<file path="config.mk">
export PLATFORM = sky130hd
export DESIGN_NAME = relative_strength_index
export DESIGN_NICKNAME = d
export VERILOG_FILES = /design/src/sv/rsi_pkg.sv /design/src/sv/rsi_ctrl.sv /design/src/sv/rsi_datapath.sv /design/src/sv/relative_strength_index.sv
export VERILOG_INCLUDE_DIRS = /design/src /design/src/sv
export SDC_FILE = /design/constraint.sdc
export NUM_CORES = 2
export LEC_CHECK = 0
export BUFFER_PORTS_ARGS = -buffer_cell sky130_fd_sc_hd__buf_2
export CORE_ASPECT_RATIO = 1.2
export CORE_MARGIN = 3
export CORE_UTILIZATION = 60
export CTS_BUF_LIST = sky130_fd_sc_hd__clkbuf_8
export DETAILED_ROUTE_END_ITERATION = 6
export PLACE_DENSITY_LB_ADDON = 0.2
export SLEW_MARGIN = 5
export SYNTH_ARGS = -nofsm -noshare
export SYNTH_HDL_FRONTEND = slang
export SYNTH_SLANG_ARGS = --single-unit
</file>
<file path="constraint.sdc">
create_clock -name clk -period 23.5 [get_ports clk]
set_input_delay 0 -clock clk [delete_from_list [all_inputs] [get_ports clk]]
set_output_delay 0 -clock clk [all_outputs]
set_load 0.02 [all_outputs]
</file>
<file path="src/sv/relative_strength_index_macros.svh">
// Assertion macros shared by the relative strength index RTL.
// Expects signals named clk and rst_n in the module that uses them.
// Define NO_ASSERTIONS to compile the macros to nothing.
`ifndef RELATIVE_STRENGTH_INDEX_MACROS_SVH
`define RELATIVE_STRENGTH_INDEX_MACROS_SVH

`ifndef NO_ASSERTIONS

// Same-cycle implication, checked at every clock edge out of reset
`define RSI_ASSERT_IMPLY(label, ante, cons, msg) \
    label: assert property (@(posedge clk) disable iff (!rst_n) (ante) |-> (cons)) \
        else $error(msg);

// Next-cycle implication
`define RSI_ASSERT_NEXT(label, ante, cons, msg) \
    label: assert property (@(posedge clk) disable iff (!rst_n) (ante) |=> (cons)) \
        else $error(msg);

`else

`define RSI_ASSERT_IMPLY(label, ante, cons, msg)
`define RSI_ASSERT_NEXT(label, ante, cons, msg)

`endif

`endif

</file>
<file path="src/sv/rsi_pkg.sv">
// Shared constants and controller/datapath interface types for the
// relative strength index block. No dependencies.
package rsi_pkg;

    // Smoothing period register
    localparam int unsigned   PERIOD_W     = 8;
    localparam logic [7:0]    PERIOD_RESET = 8'd7;
    localparam logic [7:0]    PERIOD_MIN   = 8'd2;

    // Warm-up counter: 0 = no series, else 1 + changes summed (max 256)
    localparam int unsigned   COUNT_W      = 9;
    localparam logic [8:0]    COUNT_MAX    = 9'd256;

    // Price changes are scaled up by this many bits before averaging
    localparam int unsigned   AVG_EXTRA    = 8;
    // Averages are this many bits wider than the price
    localparam int unsigned   AVG_GROW     = 16;

    // Index output: units of 1/256, full scale 100
    localparam int unsigned   RSI_BITS     = 15;
    localparam int unsigned   RSI_IDX_W    = 4;
    localparam int unsigned   RSI_DATA_W   = 16;
    localparam logic [14:0]   RSI_FULL     = 15'd25600;

    // Controller -> datapath commands
    typedef struct packed {
        logic latch_in;   // capture input transaction, form gain/loss move
        logic do_start;   // open a new series
        logic do_warm;    // add move into warm-up sums
        logic do_mul;     // avg * (p-1) into product registers
        logic do_add;     // product + move into dividend
        logic div_start;  // clear remainders, load bit counter
        logic div_step;   // one restoring division step (both lanes)
        logic rsi_init;   // store averages, set up index division
        logic rsi_a;      // index division: shift and subtract
        logic rsi_b;      // index division: add gain where constant bit set
        logic rsi_round;  // round to nearest
        logic load_out;   // move result into output register
    } cmd_t;

    // Datapath -> controller status
    typedef struct packed {
        logic start;      // item opens a series
        logic warm;       // still summing warm-up changes
        logic warm_last;  // this change ends warm-up
        logic cnt_zero;   // bit counter at zero
        logic loss_zero;  // average loss is zero
        logic out_free;   // output register can take a result
    } status_t;

endpackage

</file>
<file path="src/sv/rsi_ctrl.sv">
// Sequencing state machine for the relative strength index block.
// Depends on rsi_pkg (cmd_t, status_t).
module rsi_ctrl
(
    input  logic              clk,
    input  logic              rst_n,
    input  logic              s_tvalid,
    output logic              s_tready,
    input  rsi_pkg::status_t  st,
    output rsi_pkg::cmd_t     cmd
);

    typedef enum logic [8:0] {
        S_IDLE  = 9'b000000001,
        S_PREP  = 9'b000000010,
        S_ADD   = 9'b000000100,
        S_DIV   = 9'b000001000,
        S_SUM   = 9'b000010000,
        S_RSI_A = 9'b000100000,
        S_RSI_B = 9'b001000000,
        S_ROUND = 9'b010000000,
        S_EMIT  = 9'b100000000
    } state_t;

    state_t state_reg;
    state_t state_next;

    // State register
    always_ff @(posedge clk or negedge rst_n)
    begin
        if (!rst_n)
        begin
            state_reg <= S_IDLE;
        end
        else
        begin
            state_reg <= state_next;
        end
    end

    // Next state and commands
    always_comb
    begin
        state_next = state_reg;
        cmd        = '0;
        s_tready   = 1'b0;
        unique case (state_reg)
            S_IDLE:
            begin
                s_tready = 1'b1;
                if (s_tvalid)
                begin
                    cmd.latch_in = 1'b1;
                    state_next   = S_PREP;
                end
            end
            S_PREP:
            begin
                priority if (st.start)
                begin
                    cmd.do_start = 1'b1;
                    state_next   = S_IDLE;
                end
                else if (st.warm)
                begin
                    cmd.do_warm = 1'b1;
                    if (st.warm_last)
                    begin
                        cmd.div_start = 1'b1;
                        state_next    = S_DIV;
                    end
                    else
                    begin
                        state_next = S_IDLE;
                    end
                end
                else
                begin
                    cmd.do_mul = 1'b1;
                    state_next = S_ADD;
                end
            end
            S_ADD:
            begin
                cmd.do_add    = 1'b1;
                cmd.div_start = 1'b1;
                state_next    = S_DIV;
            end
            S_DIV:
            begin
                cmd.div_step = 1'b1;
                if (st.cnt_zero)
                begin
                    state_next = S_SUM;
                end
            end
            S_SUM:
            begin
                cmd.rsi_init = 1'b1;
                state_next   = st.loss_zero ? S_EMIT : S_RSI_A;
            end
            S_RSI_A:
            begin
                cmd.rsi_a  = 1'b1;
                state_next = S_RSI_B;
            end
            S_RSI_B:
            begin
                cmd.rsi_b  = 1'b1;
                state_next = st.cnt_zero ? S_ROUND : S_RSI_A;
            end
            S_ROUND:
            begin
                cmd.rsi_round = 1'b1;
                state_next    = S_EMIT;
            end
            S_EMIT:
            begin
                if (st.out_free)
                begin
                    cmd.load_out = 1'b1;
                    state_next   = S_IDLE;
                end
            end
            default:
            begin
                state_next = S_IDLE;
            end
        endcase
    end

endmodule

</file>
<file path="src/sv/rsi_datapath.sv">
// Datapath of the relative strength index block: series state, averaging,
// two-lane serial divider, bit-serial index divider and output register.
// Depends on rsi_pkg and relative_strength_index_macros.svh.
`include "relative_strength_index_macros.svh"

module rsi_datapath #(
    parameter int PRICE_WIDTH = 32
)
(
    input  logic                          clk,
    input  logic                          rst_n,
    input  logic                          cfg_we,
    input  logic [rsi_pkg::PERIOD_W-1:0]  cfg_data,
    input  logic [PRICE_WIDTH-1:0]        in_price,
    input  logic                          in_new,
    input  rsi_pkg::cmd_t                 cmd,
    output rsi_pkg::status_t              st,
    input  logic                          m_tready,
    output logic                          m_tvalid,
    output logic [rsi_pkg::RSI_BITS-1:0]  out_rsi,
    output logic                          out_first
);

    localparam int PW    = rsi_pkg::PERIOD_W;
    localparam int AVG_W = PRICE_WIDTH + rsi_pkg::AVG_GROW;
    localparam int MOV_W = PRICE_WIDTH + rsi_pkg::AVG_EXTRA;
    localparam int PRD_W = AVG_W + PW;
    localparam int NUM_W = PRD_W + 1;
    localparam int D_W   = AVG_W + 1;
    localparam int CNT_W = $clog2(NUM_W);
    localparam int RB    = rsi_pkg::RSI_BITS;

    // lane 0 = gain, lane 1 = loss
    logic [PW-1:0]                     period_reg;
    logic [PRICE_WIDTH-1:0]            prev_reg;
    logic [1:0][AVG_W-1:0]             avg_reg;
    logic [rsi_pkg::COUNT_W-1:0]       count_reg;
    logic                              m_tvalid_reg;

    logic [PRICE_WIDTH-1:0]            price_reg;
    logic                              new_reg;
    logic [1:0][MOV_W-1:0]             move_reg;
    logic [1:0][PRD_W-1:0]             prod_reg;
    logic [1:0][NUM_W-1:0]             num_reg;
    logic [1:0][PW-1:0]                rem_reg;
    logic [CNT_W-1:0]                  cnt_reg;
    logic [D_W-1:0]                    d_reg;
    logic [D_W-1:0]                    r_reg;
    logic [RB-1:0]                     q_reg;
    logic                              first_reg;
    logic [RB-1:0]                     out_rsi_reg;
    logic                              out_first_reg;

    logic [PW-1:0]                     p_eff;
    logic [PW-1:0]                     p_m1;
    logic                              price_up;
    logic [PRICE_WIDTH-1:0]            diff_up;
    logic [PRICE_WIDTH-1:0]            diff_down;
    logic [1:0][AVG_W-1:0]             warm_sum;
    logic [1:0][PRD_W-1:0]             prod_next;
    logic [1:0][PW:0]                  rem_sh;
    logic [1:0][PW:0]                  rem_sub;
    logic [1:0]                        div_ge;
    logic [D_W-1:0]                    d_sum;
    logic [D_W:0]                      r2;
    logic [D_W:0]                      r2_sub;
    logic                              a_ge;
    logic [D_W:0]                      rg;
    logic [D_W:0]                      rg_sub;
    logic                              b_ge;
    logic                              full_bit;

    // Effective period, values below two act as two
    always_comb
    begin
        p_eff = (period_reg < rsi_pkg::PERIOD_MIN) ? rsi_pkg::PERIOD_MIN : period_reg;
        p_m1  = p_eff - PW'(1);
    end

    // Price move from the incoming price
    always_comb
    begin
        price_up  = in_price > prev_reg;
        diff_up   = in_price - prev_reg;
        diff_down = prev_reg - in_price;
    end

    // Per-lane averaging and restoring division step
    always_comb
    begin
        for (int l = 0; l < 2; l++)
        begin
            warm_sum[l]  = avg_reg[l] + AVG_W'(move_reg[l]);
            prod_next[l] = avg_reg[l] * p_m1;
            rem_sh[l]    = {rem_reg[l], num_reg[l][NUM_W-1]};
            div_ge[l]    = rem_sh[l] >= {1'b0, p_eff};
            rem_sub[l]   = rem_sh[l] - {1'b0, p_eff};
        end
    end

    // Index division: 25600 * gain / (gain + loss), one half-step a cycle
    always_comb
    begin
        d_sum    = D_W'(num_reg[0][AVG_W-1:0]) + D_W'(num_reg[1][AVG_W-1:0]);
        r2       = {r_reg, 1'b0};
        a_ge     = r2 >= {1'b0, d_reg};
        r2_sub   = r2 - {1'b0, d_reg};
        rg       = {1'b0, r_reg} + (D_W + 1)'(avg_reg[0]);
        b_ge     = rg >= {1'b0, d_reg};
        rg_sub   = rg - {1'b0, d_reg};
        full_bit = rsi_pkg::RSI_FULL[cnt_reg[rsi_pkg::RSI_IDX_W-1:0]];
    end

    // Status to controller
    always_comb
    begin
        st.start     = new_reg || (count_reg == '0);
        st.warm      = count_reg <= {1'b0, p_eff};
        st.warm_last = count_reg == {1'b0, p_eff};
        st.cnt_zero  = cnt_reg == '0;
        st.loss_zero = num_reg[1][AVG_W-1:0] == '0;
        st.out_free  = !m_tvalid_reg || m_tready;
    end

    // Configuration, series state and output valid
    always_ff @(posedge clk or negedge rst_n)
    begin
        if (!rst_n)
        begin
            period_reg   <= rsi_pkg::PERIOD_RESET;
            prev_reg     <= '0;
            avg_reg      <= '0;
            count_reg    <= '0;
            m_tvalid_reg <= 1'b0;
        end
        else
        begin
            if (cfg_we)
            begin
                period_reg <= cfg_data;
            end
            if (cmd.do_start || cmd.do_warm || cmd.do_mul)
            begin
                prev_reg <= price_reg;
            end
            priority if (cmd.do_start)
            begin
                avg_reg   <= '0;
                count_reg <= rsi_pkg::COUNT_W'(1);
            end
            else if (cmd.do_warm)
            begin
                avg_reg   <= warm_sum;
                count_reg <= count_reg + rsi_pkg::COUNT_W'(1);
            end
            else if (cmd.rsi_init)
            begin
                avg_reg[0] <= num_reg[0][AVG_W-1:0];
                avg_reg[1] <= num_reg[1][AVG_W-1:0];
            end
            if (cmd.load_out)
            begin
                m_tvalid_reg <= 1'b1;
            end
            else if (m_tready)
            begin
                m_tvalid_reg <= 1'b0;
            end
        end
    end

    // Input capture and products
    always_ff @(posedge clk)
    begin
        if (cmd.latch_in)
        begin
            price_reg   <= in_price;
            new_reg     <= in_new;
            move_reg[0] <= price_up ? {diff_up, {rsi_pkg::AVG_EXTRA{1'b0}}} : '0;
            move_reg[1] <= price_up ? '0 : {diff_down, {rsi_pkg::AVG_EXTRA{1'b0}}};
        end
        if (cmd.do_mul)
        begin
            prod_reg <= prod_next;
        end
        if (cmd.do_warm)
        begin
            first_reg <= 1'b1;
        end
        else if (cmd.do_mul)
        begin
            first_reg <= 1'b0;
        end
    end

    // Two-lane serial divider by the period
    always_ff @(posedge clk)
    begin
        for (int l = 0; l < 2; l++)
        begin
            priority if (cmd.do_warm)
            begin
                num_reg[l] <= NUM_W'(warm_sum[l]);
            end
            else if (cmd.do_add)
            begin
                num_reg[l] <= NUM_W'(prod_reg[l]) + NUM_W'(move_reg[l]);
            end
            else if (cmd.div_step)
            begin
                num_reg[l] <= {num_reg[l][NUM_W-2:0], div_ge[l]};
            end
            if (cmd.div_start)
            begin
                rem_reg[l] <= '0;
            end
            else if (cmd.div_step)
            begin
                rem_reg[l] <= div_ge[l] ? rem_sub[l][PW-1:0] : rem_sh[l][PW-1:0];
            end
        end
    end

    // Shared bit counter
    always_ff @(posedge clk)
    begin
        priority if (cmd.div_start)
        begin
            cnt_reg <= CNT_W'(NUM_W - 1);
        end
        else if (cmd.rsi_init)
        begin
            cnt_reg <= CNT_W'(RB - 1);
        end
        else if (cmd.div_step || cmd.rsi_b)
        begin
            cnt_reg <= cnt_reg - CNT_W'(1);
        end
    end

    // Index quotient and remainder
    always_ff @(posedge clk)
    begin
        priority if (cmd.rsi_init)
        begin
            d_reg <= d_sum;
            r_reg <= '0;
            q_reg <= (num_reg[1][AVG_W-1:0] == '0) ? rsi_pkg::RSI_FULL : '0;
        end
        else if (cmd.rsi_a)
        begin
            r_reg <= a_ge ? r2_sub[D_W-1:0] : r2[D_W-1:0];
            q_reg <= {q_reg[RB-2:0], a_ge};
        end
        else if (cmd.rsi_b)
        begin
            if (full_bit)
            begin
                r_reg <= b_ge ? rg_sub[D_W-1:0] : rg[D_W-1:0];
                q_reg <= q_reg + RB'(b_ge);
            end
        end
        else if (cmd.rsi_round)
        begin
            q_reg <= q_reg + RB'(a_ge);
        end
    end

    // Output register
    always_ff @(posedge clk)
    begin
        if (cmd.load_out)
        begin
            out_rsi_reg   <= q_reg;
            out_first_reg <= first_reg;
        end
    end

    assign m_tvalid  = m_tvalid_reg;
    assign out_rsi   = out_rsi_reg;
    assign out_first = out_first_reg;

    // Checks
    `RSI_ASSERT_IMPLY(a_rem_below_sum, cmd.rsi_a, r_reg < d_reg, "index remainder not below sum")
    `RSI_ASSERT_NEXT(a_rem_after_add, cmd.rsi_b, r_reg < d_reg, "remainder escaped after add")
    `RSI_ASSERT_IMPLY(a_rsi_range, m_tvalid_reg, out_rsi_reg <= rsi_pkg::RSI_FULL, "index above 100")
    `RSI_ASSERT_IMPLY(a_count_bound, 1'b1, count_reg <= rsi_pkg::COUNT_MAX, "warm-up count overrun")

endmodule

</file>
<file path="src/sv/relative_strength_index.sv">
// Top level of the Wilder relative strength index block.
// Depends on rsi_pkg, rsi_ctrl and rsi_datapath.
//
// Usage:
//   Slave stream carries one closing price per transaction in s_tdata and a
//   new-series flag in s_tuser. Master stream returns the index in m_tdata
//   (1/256 units, 0..25600) with m_tuser high on the first index of a series.
//   cfg_we/cfg_data write the smoothing period; write only while idle.
// Sequencing:
//   A series start or a warm-up price before the last one returns nothing.
//   A smoothed index passes through the product step, the serial divider
//   by the period, the bit-serial index divider and rounding. The index
//   that ends warm-up skips the product step; a zero loss average skips
//   the index divider and rounding.
//   One price is worked on at a time; s_tready is high only while idle.
// Reset:
//   Clears the series (next price opens one) and sets the period to 7.
// Stall:
//   The result waits in the output register; the next price is taken
//   meanwhile and its result waits until the register is emptied.
module relative_strength_index #(
    parameter int PRICE_WIDTH = 32
)
(
    input  logic                            clk,
    input  logic                            rst_n,
    // Configuration
    input  logic                            cfg_we,
    input  logic [rsi_pkg::PERIOD_W-1:0]    cfg_data,   // smoothing_period
    // Price stream
    input  logic                            s_tvalid,
    output logic                            s_tready,
    input  logic [((PRICE_WIDTH+7)/8)*8-1:0] s_tdata,   // close_price, zero pad
    input  logic                            s_tuser,    // new_series
    // Index stream
    output logic                            m_tvalid,
    input  logic                            m_tready,
    output logic [rsi_pkg::RSI_DATA_W-1:0]  m_tdata,    // rsi_value, zero pad
    output logic                            m_tuser     // is_first
);

    rsi_pkg::cmd_t                  cmd;
    rsi_pkg::status_t               st;
    logic [rsi_pkg::RSI_BITS-1:0]   out_rsi;

    // Sequencer
    rsi_ctrl u_ctrl (
        .clk      (clk),
        .rst_n    (rst_n),
        .s_tvalid (s_tvalid),
        .s_tready (s_tready),
        .st       (st),
        .cmd      (cmd)
    );

    // Arithmetic and state
    rsi_datapath #(
        .PRICE_WIDTH (PRICE_WIDTH)
    ) u_datapath (
        .clk       (clk),
        .rst_n     (rst_n),
        .cfg_we    (cfg_we),
        .cfg_data  (cfg_data),
        .in_price  (s_tdata[PRICE_WIDTH-1:0]),
        .in_new    (s_tuser),
        .cmd       (cmd),
        .st        (st),
        .m_tready  (m_tready),
        .m_tvalid  (m_tvalid),
        .out_rsi   (out_rsi),
        .out_first (m_tuser)
    );

    assign m_tdata = {{(rsi_pkg::RSI_DATA_W - rsi_pkg::RSI_BITS){1'b0}}, out_rsi};

endmodule
</file>
==> metrics.md <==
| Metric | Value |
|---|---|
| Clock transition at the registers of the reported paths | `0.07 ns` |
| Setup Buffers After CTS | `0` |
| Startpoint types | `flop` |
| FMAX | `103 MHz` |
| Core area | `117,000 um2` |
| Maximum VDD drop | `0.000199 V` |
| Period utilization | `41.2%` |
| RSZ-0062 raised after global routing | `false` |
| Resize count post-CTS | `0` |
| Required @ worst endpoint | `24.08 ns` |
| Hold path depth | `4` |
| First-pass GRT wire length | `340 mm` |
| CTS Buffer Depth | `3` |
| Tot GR Track Use | `34.9%` |
| Net count after synthesis | `9,328` |
| Initial Util | `60.9%` |
| HP Class | `in -> reg` |
| Fin. max-slew vios | `0` |
| Critical path class | `reg -> reg` |
| Least-Margin Pin Slew | `1.15 ns` |
| Final setup fails | `0` |
| Cell Area, Synth | `71,300 um2` |
| P&R area growth vs syn | `7.24%` |
| Post-synth EDFFs | `385` |
| PwrDens | `122 nW/um2` |
| Time the worst path needs with I/O delays and setup | `9.68 ns` |
| Sink Count | `630` |
| Root Buffer | `clkbuf_8` |
| Synth Flop Type | `edfxtp_1` |
| # IOs | `65` |
| Post-synth cell types | `88` |
| Most frequent cells in the layout | `inv_1 (846), nand2_1 (678), ha_1 (567)` |
| Routability Congestion | `1.01` |
| Port Buffers | `63` |
| Core Rows | `137` |
| Detail Placement HPWL | `162 mm` |
| Number of max-cap violations | `0` |
| Asr flop ratio synth | `24.6%` |
| Critical Path End Type | `flop` |
| Synth warn | `0` |
| Post-Syn Instances | `8,150` |
| Final Hold Viols | `0` |
| Fraction of layout cells with a size suffix above 1 | `4.74%` |
| Die X | `321 um` |
| Sequential share of the synthesized area | `24.2%` |
| Total negative slack | `0 ns` |
| Final wirelength | `214 mm` |
| Cts bufs inserted | `111` |
| Leakage | `35.1 nW` |
| Initial antenna violation count | `6` |
| CTS tree | `done` |
| Status | `finished, final reports clean` |
| Routed vias/inst | `6.22` |
| Worst-skew pair later-pin latency | `0.84 ns` |
| Htree depth | `3` |
| Reg2reg path depth | `27` |
| Worst EP arrival | `10.26 ns` |
| First-iteration detailed-routing DRC count | `4,969` |
| Slew HR | `21.1%` |
| Fin nets | `9,316` |
| First-pass DRT Iterations | `6` |
| Chip Height | `384 um` |
| Synth Register Bits | `630` |
| DR vias | `60,738` |
| Commonest non-fill, non-tap cell in the layout | `inv_1` |
| Global route total overflow | `0` |
| Flip-flop count of the largest register after layout | `114` |
| Critical path peak fanout | `98` |
| Final worst clock skew | `0.0419 ns` |
| Vias in the first global route | `62,060` |
| Largest net degree at the start of global routing | `114` |
| Syn avg cell area | `8.75 um2` |
| Drt drc | `0` |
| Total Power | `9.34 mW` |
| WL per Instance | `21.9 um` |
| Die area | `123,000 um2` |
| Post-route ant nets | `0` |
per-layer routing:
layer / up-vias / share of wire [%] / global-route usage [%] / wire length, um
li1: 28196 / - / - / -
met3: 563 / 7.2 / 5.06 / 15500
met5: - / 0.013 / 0 / 27
met2: 2368 / 47 / 57.7 / 99800
met1: 29607 / 40 / 44.1 / 85800
met4: 4 / 6.1 / 19.8 / 13000
cell usage after synthesis, types with 67 or more instances:
cell / instances / area share [%]
inv_1: 822 / 4.3
nand2_1: 680 / 3.6
ha_1: 568 / 10
a21oi_1: 566 / 4.0
fa_1: 564 / 16
and2_1: 475 / 4.2
nor2_1: 451 / 2.4
o21ai_0: 427 / 3.0
edfxtp_1: 385 / 16
a21o_1: 314 / 3.3
clkbuf_1: 313 / 1.6
xnor2_1: 296 / 3.6
nor2b_1: 174 / 1.5
xor2_1: 172 / 2.1
nand3_1: 171 / 1.2
nand2b_1: 154 / 1.4
dfrtp_1: 151 / 5.3
and3_1: 133 / 1.2
nor3_1: 116 / 0.81
a31oi_1: 103 / 0.90
dfxtp_1: 90 / 2.5
a211oi_1: 87 / 0.92
nand4_1: 87 / 0.76
o211ai_1: 70 / 0.74
o21bai_1: 67 / 0.71
layout make-up:
| type | instances | area (um2) |
|---|---|---|
| flip-flops and latches | 630 | 17200 |
| fillers | 9743 | 40600 |
| multi-input cells | 6337 | 49800 |
| diodes | 7 | 17.5 |
| clock inverters | 79 | 713 |
| well taps | 1529 | 1910 |
| inverters | 825 | 3100 |
| clock buffers | 131 | 1800 |
| repair buffers | 233 | 1910 |
final timing paths:
check	to	startpoint	slack, ns
setup reg to reg	u_datapath.prod_reg[108]	u_datapath.period_reg[4]	13.82
max in group asynchronous	u_datapath.prev_reg[11]	rst_n	22.21
min in group asynchronous	u_datapath.period_reg[0]	rst_n	0.32
setup / recovery	u_datapath.prod_reg[108]	u_datapath.period_reg[4]	13.82
hold / removal	u_ctrl.state_reg[0]	m_tready	0.16
hold reg to reg	u_datapath.prev_reg[16]	u_datapath.price_reg[16]	0.45
metrics by stage:
| step | setup WS (ns) | utilization (%) | instance area, um2 | hold WS [ns] | std cells |
|---|---|---|---|---|---|
| floorplan | 12.28 | - | 71300 | -0.296 | 8150 |
| global placement | 14.18 | 62.3 | 72900 | -0.0109 | 9450 |
| detailed placement | 13.95 | 62.3 | 72900 | -0.00295 | 9450 |
| CTS | 13.93 | 65.3 | 76500 | 0.0622 | 9764 |
| global route | 13.41 | 65.3 | 76500 | 0.190 | 9766 |
| finish | 13.82 | 65.3 | 76500 | 0.160 | 9771 |
where the power goes:
part           leakage (nW)  total (mW)  internal [mW]  switching [mW]
clock                  1.37        1.18          0.652           0.525
sequential             6.29        1.95           1.58           0.372
combinational          27.4        6.22           2.45            3.77
critical path: stages, from the launching register on:
cell,delay (ns)
dfrtp_1,0.38
inv_1,0.22
nand3_1,0.17
nor2_1,0.20
nand2_1,0.16
o31ai_4,0.25
buf_12,0.48
ha_2,0.38
nand2_1,0.12
xnor2_2,0.57
buf_4,0.48
nand2_1,0.14
fa_1,0.50
fa_1,0.50
inv_1,0.05
fa_1,0.50
fa_1,0.42
ha_1,0.36
o21a_1,0.13
o21ai_0,0.06
a21oi_1,0.24
o21ai_0,0.40
o21ai_0,0.87
a32oi_1,0.35
a2111oi_0,0.84
a21boi_0,0.31
mux2i_1,0.20
nand3_1,0.08
cells by family (layout without fill, tap and decap cells):
kind of cell / Yosys count / after routing / share of synthesized area [%]
adders and majority gates: 1132 / 1132 / 25.8
and+or+nand+nor: 2588 / 2588 / 18.4
DFF: 630 / 630 / 24.2
muxes: 56 / 56 / 0.793
xor gates and xnor gates: 468 / 468 / 5.75
buffers and inverters: 1183 / 1268 / 6.28
AOI/OAI and AO/OA: 2092 / 2092 / 18.8
other: 1 / 8 / 0.00526
timing repair:
action / in CTS / in global routing
hold buffers: 104 / 0
hold endpoints to repair: 286 / 0
endpoints found under the setup margin: 0 / 0
(Power assumes the default switching activity.)
